`config.mk`:
```
export PLATFORM = sky130hd
export DESIGN_NAME = zbpr_front
export DESIGN_NICKNAME = d
export VERILOG_FILES = /design/src/sv/zbpr_pkg.sv /design/src/sv/zbpr_front.sv
export SDC_FILE = /design/constraint.sdc
export NUM_CORES = 1
export LEC_CHECK = 0
export ABC_CLOCK_PERIOD_IN_PS = 5200
export BUFFER_PORTS_ARGS = -buffer_cell sky130_fd_sc_hd__buf_4
export CAP_MARGIN = 20
export CORE_AREA = 2 2 89 134
export CTS_BUF_LIST = sky130_fd_sc_hd__clkbuf_8
export CTS_CLUSTER_SIZE = 10
export DETAILED_ROUTE_END_ITERATION = 16
export DIE_AREA = 0 0 91 136
export PLACE_DENSITY = 0.81
export SLEW_MARGIN = 20
export SYNTH_ARGS = -nofsm -noshare
export SYNTH_HDL_FRONTEND = slang
export SYNTH_SLANG_ARGS = --single-unit
```
`constraint.sdc`:
```
create_clock -name clk_i -period 5.2 [get_ports clk_i]
set_clock_uncertainty 0.15 [all_clocks]
set_input_delay 1.56 -clock clk_i [delete_from_list [all_inputs] [get_ports clk_i]]
set_output_delay 1.56 -clock clk_i [all_outputs]
set_load 0.02 [all_outputs]
```
`src/sv/zbpr_pkg.sv`:
```
// Shared types, constants and helper functions of the point rasterizer.
`timescale 1ns / 1ps
`default_nettype none
package zbpr_pkg;

  localparam int SCREEN_COLS_DEF = 80;
  localparam int SCREEN_ROWS_DEF = 22;
  localparam int FRAC_BITS       = 14;
  localparam int ONE             = 1 << FRAC_BITS;
  localparam int CENTER_COL      = 40;
  localparam int CENTER_ROW      = 12;
  localparam int TOP_SHADE       = 11;

  localparam int COORD_W = 16;
  localparam int CELL_W  = 11;
  localparam int SCALE_W = 8;
  localparam int OOZ_W   = 16;
  localparam int SHADE_W = 4;
  localparam int GLYPH_W = 8;
  localparam int MA_W    = 25;
  localparam int MB_W    = 22;
  localparam int PROD_W  = 48;
  localparam int ROT_W   = 19;
  localparam int SCR_W   = 22;
  localparam int DEN_W   = 18;
  localparam int SD_W    = 20;
  localparam int MH_W    = SCALE_W + OOZ_W;
  localparam int PROJ_SH = OOZ_W + FRAC_BITS;
  localparam int XP_W    = PROD_W - PROJ_SH;
  localparam int MEM_W   = SHADE_W + OOZ_W;
  localparam int IN_W    = 48;
  localparam int OUT_W   = 24;

  localparam logic signed [COORD_W-1:0] ONE_C     = COORD_W'(ONE);
  localparam logic signed [COORD_W-1:0] NEG_ONE_C = -COORD_W'(ONE);
  localparam logic [SHADE_W-1:0]        BLANK_CODE  = 4'd12;
  localparam logic [GLYPH_W-1:0]        BLANK_GLYPH = 8'd32;

  typedef enum logic [1:0] {
    CMD_CLEAR = 2'd0,
    CMD_PLOT  = 2'd1,
    CMD_READ  = 2'd2,
    CMD_NOP   = 2'd3
  } cmd_e;

  typedef enum logic [2:0] {
    FACE_ZP = 3'd0,
    FACE_ZN = 3'd1,
    FACE_XP = 3'd2,
    FACE_XN = 3'd3,
    FACE_YP = 3'd4,
    FACE_YN = 3'd5
  } face_e;

  typedef enum logic [2:0] {
    CFG_COS_PITCH  = 3'd0,
    CFG_SIN_PITCH  = 3'd1,
    CFG_COS_ROLL   = 3'd2,
    CFG_SIN_ROLL   = 3'd3,
    CFG_HORIZ_SCALE = 3'd4,
    CFG_VERT_SCALE = 3'd5
  } cfg_idx_e;

  typedef enum logic [1:0] {
    OP_CLEAR = 2'd0,
    OP_PLOT  = 2'd1,
    OP_READ  = 2'd2
  } op_e;

  typedef enum logic [3:0] {
    ST_INIT, ST_IDLE, ST_CLEAR, ST_ROT, ST_DEN, ST_DIV,
    ST_PROJ, ST_FIN, ST_LOOK, ST_CMP, ST_RD_A, ST_RD_B
  } state_e;

  typedef struct packed {
    op_e                        op;
    logic signed [COORD_W-1:0]  x;
    logic signed [COORD_W-1:0]  y;
    logic signed [COORD_W-1:0]  zc;
    logic signed [COORD_W-1:0]  nx;
    logic signed [COORD_W-1:0]  ny;
    logic signed [COORD_W-1:0]  nz;
    logic [CELL_W-1:0]          cell_idx;
  } item_t;

  typedef struct packed {
    logic signed [COORD_W-1:0] cos_pitch;
    logic signed [COORD_W-1:0] sin_pitch;
    logic signed [COORD_W-1:0] cos_roll;
    logic signed [COORD_W-1:0] sin_roll;
    logic [SCALE_W-1:0]        horiz_scale;
    logic [SCALE_W-1:0]        vert_scale;
  } cfg_t;

  function automatic logic [GLYPH_W-1:0] shade_glyph(input logic [SHADE_W-1:0] code);
    logic [GLYPH_W-1:0] g;
    case (code)
      4'd0:    g = 8'h2E;
      4'd1:    g = 8'h2C;
      4'd2:    g = 8'h2D;
      4'd3:    g = 8'h7E;
      4'd4:    g = 8'h3A;
      4'd5:    g = 8'h3B;
      4'd6:    g = 8'h3D;
      4'd7:    g = 8'h21;
      4'd8:    g = 8'h2A;
      4'd9:    g = 8'h23;
      4'd10:   g = 8'h24;
      4'd11:   g = 8'h40;
      default: g = BLANK_GLYPH;
    endcase
    return g;
  endfunction

  // level = largest k with 2*(k*ONE)^2 <= sq, capped at the top shade
  function automatic logic [SHADE_W-1:0] shade_level(input logic [PROD_W-1:0] sq);
    logic [SHADE_W-1:0] k;
    logic [PROD_W-1:0]  thr;
    k = '0;
    for (int j = 1; j <= TOP_SHADE; j++) begin
      thr = PROD_W'(2 * j * j) << (2 * FRAC_BITS);
      if (thr <= sq) k = SHADE_W'(j);
    end
    return k;
  endfunction

endpackage
`default_nettype wire

```
`src/sv/zbpr_front.sv`:
```
// Front end: accepts items, decodes face geometry and queues work for the back end.
`timescale 1ns / 1ps
`default_nettype none
module zbpr_front (
  input  wire logic                      clk_i,
  input  wire logic                      rst_ni,
  input  wire logic                      init_busy_i,
  input  wire logic                      s_axis_tvalid,
  output logic                           s_axis_tready,
  input  wire logic [1:0]                s_axis_tuser,  // cmd
  input  wire logic [zbpr_pkg::IN_W-1:0] s_axis_tdata,  // face_sel, surf_u, surf_v, cell_index
  output logic                           q_valid_o,
  output zbpr_pkg::item_t                q_item_o,
  input  wire logic                      q_pop_i
);
  import zbpr_pkg::*;

  logic                      accept, keep, push;
  item_t                     dec;
  logic signed [COORD_W-1:0] u, v;
  item_t                     fifo_q [2];
  logic                      wr_ptr_q, rd_ptr_q;
  logic [1:0]                cnt_q;

  assign u = s_axis_tdata[18:3];
  assign v = s_axis_tdata[34:19];

  always_comb begin
    dec          = '0;
    dec.cell_idx = s_axis_tdata[45:35];
    keep         = 1'b1;
    case (cmd_e'(s_axis_tuser))
      CMD_CLEAR: dec.op = OP_CLEAR;
      CMD_READ:  dec.op = OP_READ;
      CMD_PLOT: begin
        dec.op = OP_PLOT;
        case (face_e'(s_axis_tdata[2:0]))
          FACE_ZP: begin dec.x = u; dec.y = v; dec.zc = ONE_C; dec.nz = ONE_C; end
          FACE_ZN: begin dec.x = u; dec.y = v; dec.zc = NEG_ONE_C; dec.nz = NEG_ONE_C; end
          FACE_XP: begin dec.x = ONE_C; dec.y = u; dec.zc = v; dec.nx = ONE_C; end
          FACE_XN: begin dec.x = NEG_ONE_C; dec.y = u; dec.zc = v; dec.nx = NEG_ONE_C; end
          FACE_YP: begin dec.x = u; dec.y = ONE_C; dec.zc = v; dec.ny = ONE_C; end
          FACE_YN: begin dec.x = u; dec.y = NEG_ONE_C; dec.zc = v; dec.ny = NEG_ONE_C; end
          default: keep = 1'b0;
        endcase
      end
      default: keep = 1'b0;
    endcase
  end

  assign s_axis_tready = (cnt_q != 2'd2) && !init_busy_i;
  assign accept        = s_axis_tvalid && s_axis_tready;
  assign push          = accept && keep;
  assign q_valid_o     = (cnt_q != 2'd0);
  assign q_item_o      = fifo_q[rd_ptr_q];

  always_ff @(posedge clk_i) begin
    if (push) fifo_q[wr_ptr_q] <= dec;
  end

  always_ff @(posedge clk_i or negedge rst_ni) begin
    if (!rst_ni) begin
      wr_ptr_q <= 1'b0;
      rd_ptr_q <= 1'b0;
      cnt_q    <= 2'd0;
    end else begin
      if (push) wr_ptr_q <= !wr_ptr_q;
      if (q_pop_i) rd_ptr_q <= !rd_ptr_q;
      cnt_q <= cnt_q + 2'(push) - 2'(q_pop_i);
    end
  end

endmodule
`default_nettype wire

```
# --- Word-level counts from Yosys, hierarchy flattened ---
# Memories as Yosys holds them, arrays and structs flattened.
# Index checks and enable logic that the tools add are counted.
word_totals:
  ram_bits: 218
  latchBits: 0
  register_bits: 4
  word_cells: 35
  rom_bits: 0
  n_memories: 1
mem_list:
  columns: ["name", "words", "word_bits", "rd", "rd_ports_with_merged_regs", "write_ports", "line", "source"]
  rows:
  - ["fifo_q", 2, 109, 1, 0, 1, "zbpr_front.sv:21", "item_t fifo_q [2];"]
op_classes:
  eq_ne: 8
  n_lt_le_gt_ge: 0
  n_addsub: 2
  n_reduce_logical: 11
  bitwise: 0
  muxes: 10
  div_mod_pow: 0
  n_shift: 0
  n_mul: 0
op_table:
  columns: ["op", "count"]
  rows:
  - ["one-hot mux 48 bit (6 select lines)", 1]
  - ["2-to-1 mux 96 bit", 1]
  - ["one-hot mux 16 bit (2 select lines)", 3]
  - ["equality test 3 x 2 -> 1 bit (second input constant)", 2]
  - ["equality test 3 bit (second input constant)", 2]
  - ["OR reduction 6 bit", 1]
  - ["one-hot mux 2 bit (2 select lines)", 1]
  - ["equality test 3 x 1 -> 1 bit (second input constant)", 1]
  - ["logical AND 1 bit", 3]
  - ["zero test 1 bit", 3]
  - ["zero test 3 bit", 1]
  - ["2-to-1 mux 1 bit", 3]
  - ["adder 2 x 1 -> 2 bit", 1]
  - ["equality test 2 x 1 -> 1 bit (second input constant)", 1]
  - ["equality test 2 bit (second input constant)", 1]
  - ["zero test 2 bit", 1]
  - ["!= test 2 bit (second input constant)", 1]
  - ["one-hot mux 1 bit (2 select lines)", 1]
  - ["nonzero test 2 bit", 1]
  - ["OR reduction 2 bit", 1]
  - ["subtractor 2 x 1 -> 2 bit", 1]

# --- Logic depth before layout (Yosys ltp) ---
# Gate-level depths: netlist of the first run.
logic_depth:
  word_depth: 7
  ltp_mapped: 6

# --- Worst setup path before layout of the first run ---
# No wires, ideal clock.
synth_path:
  path_kind: "input -> register"
  start: "input port s_axis_tdata[2] in the netlist's numbering"
  end: "memory fifo_q[0][0] in the netlist's numbering (enable)"
  path_stages: 4
  setup_time_ns: 0.500
  path_slack_ns: -0.788
  path_buffers: 1
  arrival_time_ns: 5.338
  path_cell_list: "buf_2 > a21o_1 > a2111oi_4 > nor2b_1"
synth_via:
  elab_chain_cells: 7
  elab_cells_between_ends: 12
  classes_between: "eq/ne: 5; mux: 4; reduce/logical: 3"
synth_lines:
  columns: ["element", "line", "source"]
  rows:
  - ["start: declaration", "zbpr_front.sv:11", "input wire logic [zbpr_pkg::IN_W-1:0] s_axis_tdata,"]
  - ["equality test 3 bit (tied with other cells)", "zbpr_front.sv:37", "case (face_e'(s_axis_tdata[2:0]))"]
  - ["OR reduction 6 bit (no source line) *", null, null]
  - ["2-to-1 mux 1 bit *", "zbpr_front.sv:37", null]
  - ["one-hot mux 1 bit (2 select lines) *", "zbpr_front.sv:32", "case (cmd_e'(s_axis_tuser))"]
  - ["logical AND 1 bit *", "zbpr_front.sv:53", "assign push = accept && keep;"]
  - ["2-to-1 mux 1 bit *", "zbpr_front.sv:58", "if (push) fifo_q[wr_ptr_q] <= dec;"]
  - ["2-to-1 mux 1 bit (implied by the code) *", "zbpr_front.sv:58", null]
  - ["end: declaration", "zbpr_front.sv:21", null]
# Every way passes the cells marked *; elsewhere a longest branch is shown, timed or not.

==> results.cfg, run 1 <==
[synth]
yosys-top-cells-area = edfxtp_1, mux2_2, buf_4, and2_1, mux2i_1
yosysSeqAreaShare_pct = 69.19
synth.top_cell.area_share_pct = 67.51
synthDistinctLibCells = 29
ys_warn_count = 0
synth_area_leader_cell = edfxtp_1
ys_seq_elements = 138
synth_cells = 370
syn_area_um2 = 5961
synth_area_per_cell_um2 = 16.11

[power]
p_switching_uw = 1025
peakVddDrop_mv = 0.2603
power_frac_seq_pct = 42.7
leakage_uw = 0.002841
p_sw_share_pct = 30.77
internal-power_uw = 2305
pwr-share-comb_pct = 31.7
pwr-share-clk_pct = 25.6
power.density_nw_per_um2 = 457.8

[critical_path]
crit_buf_inv = 2
critPathKind = reg -> out
crit_path_max_incr_delay_ns = 0.92
r2r_slack_ns = 2.80
cp_top_family = flip-flops
cp_cell_sequence = buf_12, mux2_2, buf_4
cp.arrival_ns = 2.23
endpoint_kind = primary output
cpMaxStageDelayCell = dfrtp_2
crit_path_max_fanout = 35
crit_required_ns = 3.49
start_kind = flop

[cts]
cts_buffers = 17
post-cts-setup-buffer-count = 0
ctsLongestPathBuffers = 2
cts_resized = 0
cts_hold_buffers = 0
root_buffer = clkbuf_8
htree_levels = 4
clk-insertion-delay-late_ns = 0.42
cts.sinks = 138
clk_pin_slew_ns = 0.07
tritoncts = built

[place]
dp.cells = 627
gp_congestion = 0.7450
dpl.hpwl_um = 7328
portBuffers = 121

[timing]
hold_violations = 0
grt_setup_unrepaired = no
relSlewSlack_pct = 26.47
fmax_ghz = 0.2538
drv_slew = 0
finalSetupViolCount = 0
totalNegativeSetupSlack_ns = 0
post-route-min-period_ns = 3.940
worst_pin_slew_ns = 1.099
fin_crit_sh_pct = 75.78

[grt]
antenna_found_initial = 0
grt_start_max_net_pins = 68
globalRouteTotalUtil_pct = 18.34
grt_pass1_vias = 3364
grt_pass1_wl_um = 16940
overflow = 0

[hold_path]
hold_class = reg -> reg

[drt]
ant_nets = 0
via_per_inst = 4.967
drt-initial-drc-count = 128
dr.pass1.iters = 4
totalWireLength_um = 11150
route.vias.total = 3273
drc = 0
routedWlPerCell_um = 16.91

[floorplan]
num_rows = 48
ios = 166
die_area_um2 = 12380
die-height_um = 136
dieWidth_um = 91
initial_core_util_pct = 52.79
core_um2 = 11290

[flow_run]
maxCapViolCount = 0

[final_layout]
final_cell_mix = edfxtp_1, buf_4, mux2_2
layout_commonest_cell = edfxtp_1
syn_to_final_growth_pct = 22.02
antenna_cells = 0
regArea_um2 = 4125
n_fill_cell = 847
final_cells = 659
fin_nets = 553
drive_above_1_share_pct = 44.40
multi_input_area_um2 = 1579

[outcome]
status = completed
==> worst paths after layout <==
path / startpoint / end / depth (start not counted)
worst max-delay path: rd_ptr_q$_DFFE_PN0P_ / q_item_o[103] / 3
worst min-delay path: cnt_q[1]$_DFF_PN0_ / cnt_q[1]$_DFF_PN0_ / 1
min in group asynchronous: rst_ni / cnt_q[1]$_DFF_PN0_ / 1
worst max register to register: cnt_q[1]$_DFF_PN0_ / fifo_q[0][80]$_DFFE_PP_ / 4
worst min register to register: cnt_q[1]$_DFF_PN0_ / cnt_q[1]$_DFF_PN0_ / 1
max in group asynchronous: rst_ni / rd_ptr_q$_DFFE_PN0P_ / 1
==> per-layer routing <==
metal	part of all wire, %	routed length [µm]	up-vias	track usage (%)
met5	0	0	-	0
met3	5.6	623	14	4.545
met4	1.7	191	0	7.323
li1	-	-	1522	-
met1	36	4014	1599	18.73
met2	57	6318	138	35.35
==> synth_stat cells <==
master and n:
nand2_1 2, ha_1 2, nor2_1 24, clkbuf_1 8, a21o_1 1, mux2i_1 14, buf_6 1, buf_4 42
inv_1 7, a211oi_1 2, conb_1 1, edfxtp_1 134, mux2_2 67, and2_1 30, a2111oi_4 1, maj3_1 1
xnor2_1 3, xor2_1 2, a2bb2oi_1 1, nor2b_1 5, or2_2 1, dfrtp_1 4, a22oi_1 1, nor3_1 3
a311oi_1 1, nor4_1 1, buf_2 8, a21oi_1 1, nand2b_1 2
==> worst register-to-register path: cells and delay by family (launching register included) <==
kind	cells	cell delay (ns)
AO/OA/AOI/OAI	1	0.29
buffers and inverters	1	0.44
flip-flops	1	0.41
AND/OR/NAND/NOR	2	0.77
==> state kept, by name, indices dropped and copies added (netlist names) <==
name,cells
cnt_q,2
fifo_q,134
rd_ptr_q,1
wr_ptr_q,1
==> final cells by class <==
| class | instances | share of cell area, % |
|---|---|---|
| clock inverters | 15 | 2.168 |
| repair buffers | 125 | 13.25 |
| multi-input cells | 207 | 21.71 |
| well taps | 150 | 2.580 |
| flip-flops and latches | 138 | 56.72 |
| clock buffers | 17 | 3.217 |
| inverters | 7 | 0.3613 |
==> power by group through the flow <==
stage          registers, µW  logic, µW  clock network (µW)
6_report                1420       1050                 853
5_1_grt                 1440       1110                 914
4_1_cts                 1420       1070                 874
3_5_place_dp            1450       1070                   0
3_3_place_gp            1440       1050                   0
2_1_floorplan           1380        734                   0
==> logic make-up after synthesis <==
| family | synth area share (%) |
|---|---|
| AND/OR/NAND/NOR | 5.983 |
| XOR/XNOR | 0.7348 |
| AO/OA/AOI/OAI | 1.343 |
| flip-flops | 69.19 |
| adder cells (fa/ha/maj) | 0.5877 |
| other | 0.06291 |
| multiplexers | 15.01 |
| buffers and inverters | 7.095 |
==> metrics by stage <==
stage          total power [µW]  hold slack, ns  util [%]  instance area [µm²]  worst slack, ns
2_1_floorplan              2118          0.3019         -                 6117           0.4828
3_3_place_gp               2491          0.3219     60.93                 6879            1.105
3_5_place_dp               2514          0.3747     60.93                 6879            1.089
4_1_cts                    3367          0.3904     64.39                 7271            1.217
5_1_grt                    3464          0.4230     64.42                 7273            1.155
6_report                   3330          0.3783     64.42                 7273            1.260
Note: power is estimated with default switching activity, not from simulation.
==> run 2: changes to the inputs <==
Settings changed: ABC_CLOCK_PERIOD_IN_PS 5200 to 3950.
Clock period 5.2 ns to 3.95 ns, I/O delays scaled along.
==> run 2 against run 1 <==
Effect of this change: cell area grew 0.65%; sequential power grew 27%; core utilization grew 0.42 points; sequential share of layout area shrank 0.37 points; die area is the same; register-to-register slack lost 0.85 ns; routed wire length grew 1.0%; worst hold slack lost 0.028 ns.
==> results.cfg, run 2 (synthesis results as in run 1) <==
[cts]
clk-insertion-delay-late_ns = 0.42
ctsLongestPathBuffers = 2
clk_pin_slew_ns = 0.07
cts_resized = 0
cts.sinks = 138
htree_levels = 4
tritoncts = built
post-cts-setup-buffer-count = 0
root_buffer = clkbuf_8
cts_hold_buffers = 0
cts_buffers = 17

[timing]
worst_pin_slew_ns = 1.003
relSlewSlack_pct = 32.86
fin_crit_sh_pct = 80.60
finalSetupViolCount = 0
hold_violations = 0
post-route-min-period_ns = 3.184
totalNegativeSetupSlack_ns = 0
drv_slew = 0
fmax_ghz = 0.3141
grt_setup_unrepaired = no

[final_layout]
largest_reg_flops = 134
syn_to_final_growth_pct = 22.82
final_cell_area_um2 = 7321
layout_commonest_cell = edfxtp_1
top_regs = fifo_q (134), cnt_q (2)
regArea_um2 = 4125
fin_nets = 553
regMostFlops = fifo_q
drive_above_1_share_pct = 44.79
multi_input_area_um2 = 1580
n_fill_cell = 850
final_cell_mix = edfxtp_1, buf_4, mux2_2
antenna_cells = 0
utilization_pct = 64.84

[drt]
totalWireLength_um = 11260
dr.pass1.iters = 4
drc = 0
drt-initial-drc-count = 100
ant_nets = 0
via_per_inst = 5.015
route.vias.total = 3305
routedWlPerCell_um = 17.09

[floorplan]
die_area_um2 = 12380
die-height_um = 136
ios = 166
core_um2 = 11290
initial_core_util_pct = 52.79
dieWidth_um = 91
num_rows = 48

[place]
portBuffers = 121
dpl.hpwl_um = 7238
gp_congestion = 0.7558
dpl_cell_area_um2 = 6880

[flow_run]
maxCapViolCount = 0

[critical_path]
timing.rr.end = fifo_q[0][72]$_DFFE_PP_
crit_path_max_incr_delay_ns = 0.46
crit_path_max_fanout = 40
crit_required_ns = 2.61
start_kind = flop
critPathKind = reg -> out
reg2reg_depth = 4
cpMaxStageDelayCell = buf_4
cp_cell_sequence = buf_4, mux2_2, buf_4
crit_buf_inv = 2
r2r_slack_ns = 1.95
rr_startpoint = cnt_q[1]$_DFF_PN0_
cp_top_family = buffers and inverters
cp_common_cell = buf_4
endpoint_kind = primary output
cp.arrival_ns = 1.85

[power]
peakVddDrop_mv = 0.2999
power.density_nw_per_um2 = 612.6
leakage_uw = 0.002869

[grt]
grt_pass1_vias = 3410
grt_start_max_net_pins = 68
overflow = 0
globalRouteTotalUtil_pct = 18.19
antenna_found_initial = 0
gr-usage-met2_pct = 34.44
met1_usage_pct = 18.54
use_met3_pct = 4.490
grt_pass1_wl_um = 16810
grt-busiest-layer = met2

[hold_path]
hold_class = reg -> reg
hp-start = cnt_q[1]$_DFF_PN0_
hold_depth = 1
hold_end = cnt_q[1]$_DFF_PN0_

[outcome]
status = completed
## run 2: changes by cell type in the layout (fill, tap and decap cells not counted), sizes merged
cell	delta
clkinv	-3
clkbuf	+2
clkinvlp	-1
inv	+1
bufinv	+1
## run 2: worst max path at each step
stage	start	to	slack [ns]	cells past startpoint
finish	rd_ptr_q$_DFFE_PN0P_	q_item_o[100]	0.77	3
global placement	s_axis_tdata[1]	fifo_q[0][63]$_DFFE_PP_	0.68	5
global route	rd_ptr_q$_DFFE_PN0P_	q_item_o[100]	0.69	3
CTS	rd_ptr_q$_DFFE_PN0P_	q_item_o[100]	0.72	3
detailed placement	s_axis_tdata[1]	fifo_q[0][95]$_DFFE_PP_	0.65	5
floorplan	s_axis_tdata[2]	fifo_q[0][0]$_DFFE_PP_	0.34	4
## run 2: final cells by class
cell class	count	area share (%)
sequential	138	56.35
clock buffer	19	3.572
inverter	7	0.3589
tap	150	2.564
clock inverter	13	2.410
timing repair buffer	125	13.16
multi-input combinational	207	21.59
## run 2: worst register-to-register path: stages (launching register included)
cell and delay [ns]:
dfrtp_1 0.40, nor2b_1 0.17, a2111oi_4 0.31, nor2b_4 0.24, buf_12 0.33
## run 2: layer usage
| metal | wire [µm] | share of wire (%) | vias up |
|---|---|---|---|
| met1 | 4129 | 37 | 1625 |
| met5 | 0 | 0 | - |
| li1 | - | - | 1517 |
| met3 | 621 | 5.5 | 21 |
| met4 | 245 | 2.2 | 0 |
| met2 | 6265 | 56 | 142 |
## run 2: through the flow
stage | power (µW) | hold slack [ns] | cells | setup slack, ns
floorplan | 2787 | 0.3019 | 411 | 0.3422
global placement | 3275 | 0.3202 | 627 | 0.6780
detailed placement | 3302 | 0.3339 | 627 | 0.6470
CTS | 4530 | 0.3562 | 659 | 0.7221
global route | 4656 | 0.3658 | 659 | 0.6858
finish | 4485 | 0.3502 | 659 | 0.7665
## run 2: report_power, final
group | switching, µW | total [µW] | internal (µW)
sequential | 41.3 | 1800 | 1760
clock | 508 | 1230 | 718
combinational | 801 | 1460 | 658
==> run 3: changes to the inputs <==
Settings changed: ABC_CLOCK_PERIOD_IN_PS 3950 to 3150.
Clock period 3.95 ns to 3.15 ns, I/O delays scaled along.
==> run 3 against run 2 <==
Effect of this change: register-to-register slack got worse by 0.76 ns; non-clock buffer count increased by 5; flip-flop and latch count unchanged; first-iteration DRC count increased by 87%; critical path depth unchanged; largest cell class unchanged; sequential power increased by 25%; setup slack got worse by 0.51 ns; clock-buffer cell count decreased by 2; via count decreased by 1.2%; combinational power increased by 25%.
==> results.cfg, run 3 (synthesis results as in run 1) <==
[outcome]
status = completed

[cts]
root_buffer = clkbuf_8
clk-insertion-delay-late_ns = 0.42
cts_resized = 0
cts.sinks = 138
ctsLongestPathBuffers = 2
tritoncts = built
clk_pin_slew_ns = 0.07
post-cts-setup-buffer-count = 0
htree_levels = 4
cts_hold_buffers = 0
cts_buffers = 17

[timing]
fin_crit_sh_pct = 91.76
fmax_ghz = 0.3460
post-route-min-period_ns = 2.890
hold_violations = 0
finalWorstSetupSlack_ns = 0.2596
relSlewSlack_pct = 31.99
drv_slew = 0
worst_pin_slew_ns = 1.016
whs_ns = 0.1497
grt_setup_unrepaired = no
finalSetupViolCount = 0

[critical_path]
crit_required_ns = 2.05
r2r_slack_ns = 1.19
endpoint_kind = primary output
reg2reg_depth = 4
critPathKind = reg -> out
crit_path_max_fanout = 38
cp.arrival_ns = 1.80
rr_startpoint = cnt_q[1]$_DFF_PN0_
timing.rr.end = fifo_q[0][64]$_DFFE_PP_
start_kind = flop

[drt]
routed.top_layer = met4
drc = 0
totalWireLength_um = 10850
ant_nets = 0
dr.pass1.iters = 5
drt-initial-drc-count = 187
wl_met1_um = 3914
met3_length_um = 647
dr_wl_met2_um = 6156
route.vias.total = 3266
routedWlPerCell_um = 16.38
via_per_inst = 4.934

[power]
power.density_nw_per_um2 = 773.8
leakage_uw = 0.002890
peakVddDrop_mv = 0.4384

[final_layout]
top_regs = fifo_q (134), cnt_q (2)
final_cells = 662
n_fill_cell = 852
multi_input_area_um2 = 1578
layout_commonest_cell = edfxtp_1
final_cell_mix = edfxtp_1, buf_4, mux2_2
regArea_um2 = 4125
largest_reg_flops = 134
drive_above_1_share_pct = 44.92
syn_to_final_growth_pct = 24.01
regMostFlops = fifo_q
antenna_cells = 0
fin_nets = 558

[floorplan]
die_area_um2 = 12380
core_um2 = 11290
initial_core_util_pct = 52.79
die-height_um = 136
ios = 166
num_rows = 48
dieWidth_um = 91

[place]
dpl.hpwl_um = 7357
gp_congestion = 0.7440
dp_slack_ns = 0.3233
portBuffers = 121
dp.cells = 632

[grt]
globalRouteTotalUtil_pct = 17.94
antenna_found_initial = 0
grt_start_max_net_pins = 68
overflow = 0
grt_pass1_vias = 3356
grt_pass1_wl_um = 16500

[flow_run]
maxCapViolCount = 0

[hold_path]
hold_class = in -> async
-- run 3: cell count changes in the layout (fill, tap and decap cells not counted) --
cell | previous run | this run
buf_4 | 123 | 127
clkbuf_8 | 19 | 17
clkinv_1 | 0 | 1
bufinv_16 | 4 | 6
inv_6 | 1 | 0
clkinvlp_4 | 1 | 3
buf_12 | 2 | 3
nor2_1 | 23 | 24
clkinv_2 | 3 | 0
nor2_2 | 1 | 0
inv_1 | 9 | 8
-- run 3: report_power, final --
part / internal (µW) / total, µW / switching, µW
Combinational: 833 / 1820 / 988
Sequential: 2210 / 2250 / 49.3
Clock: 1010 / 1650 / 636
Total: 4050 / 5720 / 1670
-- run 3: routing by layer --
| metal | vias up | GRT usage [%] |
|---|---|---|
| met5 | - | 0 |
| met4 | 0 | 6.397 |
| met3 | 6 | 4.767 |
| met2 | 138 | 33.66 |
| met1 | 1597 | 19.29 |
| li1 | 1525 | - |
-- run 3: critical path: stages (launching register included) --
cell	delay, ns
dfrtp_2	0.36
buf_4	0.42
mux2_2	0.41
buf_4	0.16
-- run 3: worst max-delay path by stage --
stage                                          to            startpoint  depth (start not counted)
final                                q_item_o[95]  rd_ptr_q$_DFFE_PN0P_                          3
after global routing                 q_item_o[92]  rd_ptr_q$_DFFE_PN0P_                          3
after CTS                            q_item_o[92]  rd_ptr_q$_DFFE_PN0P_                          3
after detailed placement  fifo_q[0][62]$_DFFE_PP_       s_axis_tdata[2]                          5
after global placement    fifo_q[0][62]$_DFFE_PP_       s_axis_tdata[2]                          5
after floorplan            fifo_q[0][0]$_DFFE_PP_       s_axis_tdata[2]                          4
-- run 3: final cells by class --
type                       count  share of cell area [%]
clock buffer                  17                   3.165
timing repair buffer         130                   13.71
clock inverter                13                   3.081
tap                          150                   2.539
inverter                       7                  0.3555
multi-input combinational    207                   21.34
sequential                   138                   55.81
-- run 3: stage by stage --
stage | TNS, ns | instance area (µm²) | utilization [%] | total power [µW]
2_1_floorplan | -9.581 | 6133 | - | 3496
3_3_place_gp | 0 | 6930 | 61.38 | 4114
3_5_place_dp | 0 | 6930 | 61.38 | 4140
4_1_cts | 0 | 7392 | 65.47 | 5787
5_1_grt | 0 | 7392 | 65.47 | 5956
6_report | 0 | 7392 | 65.47 | 5720
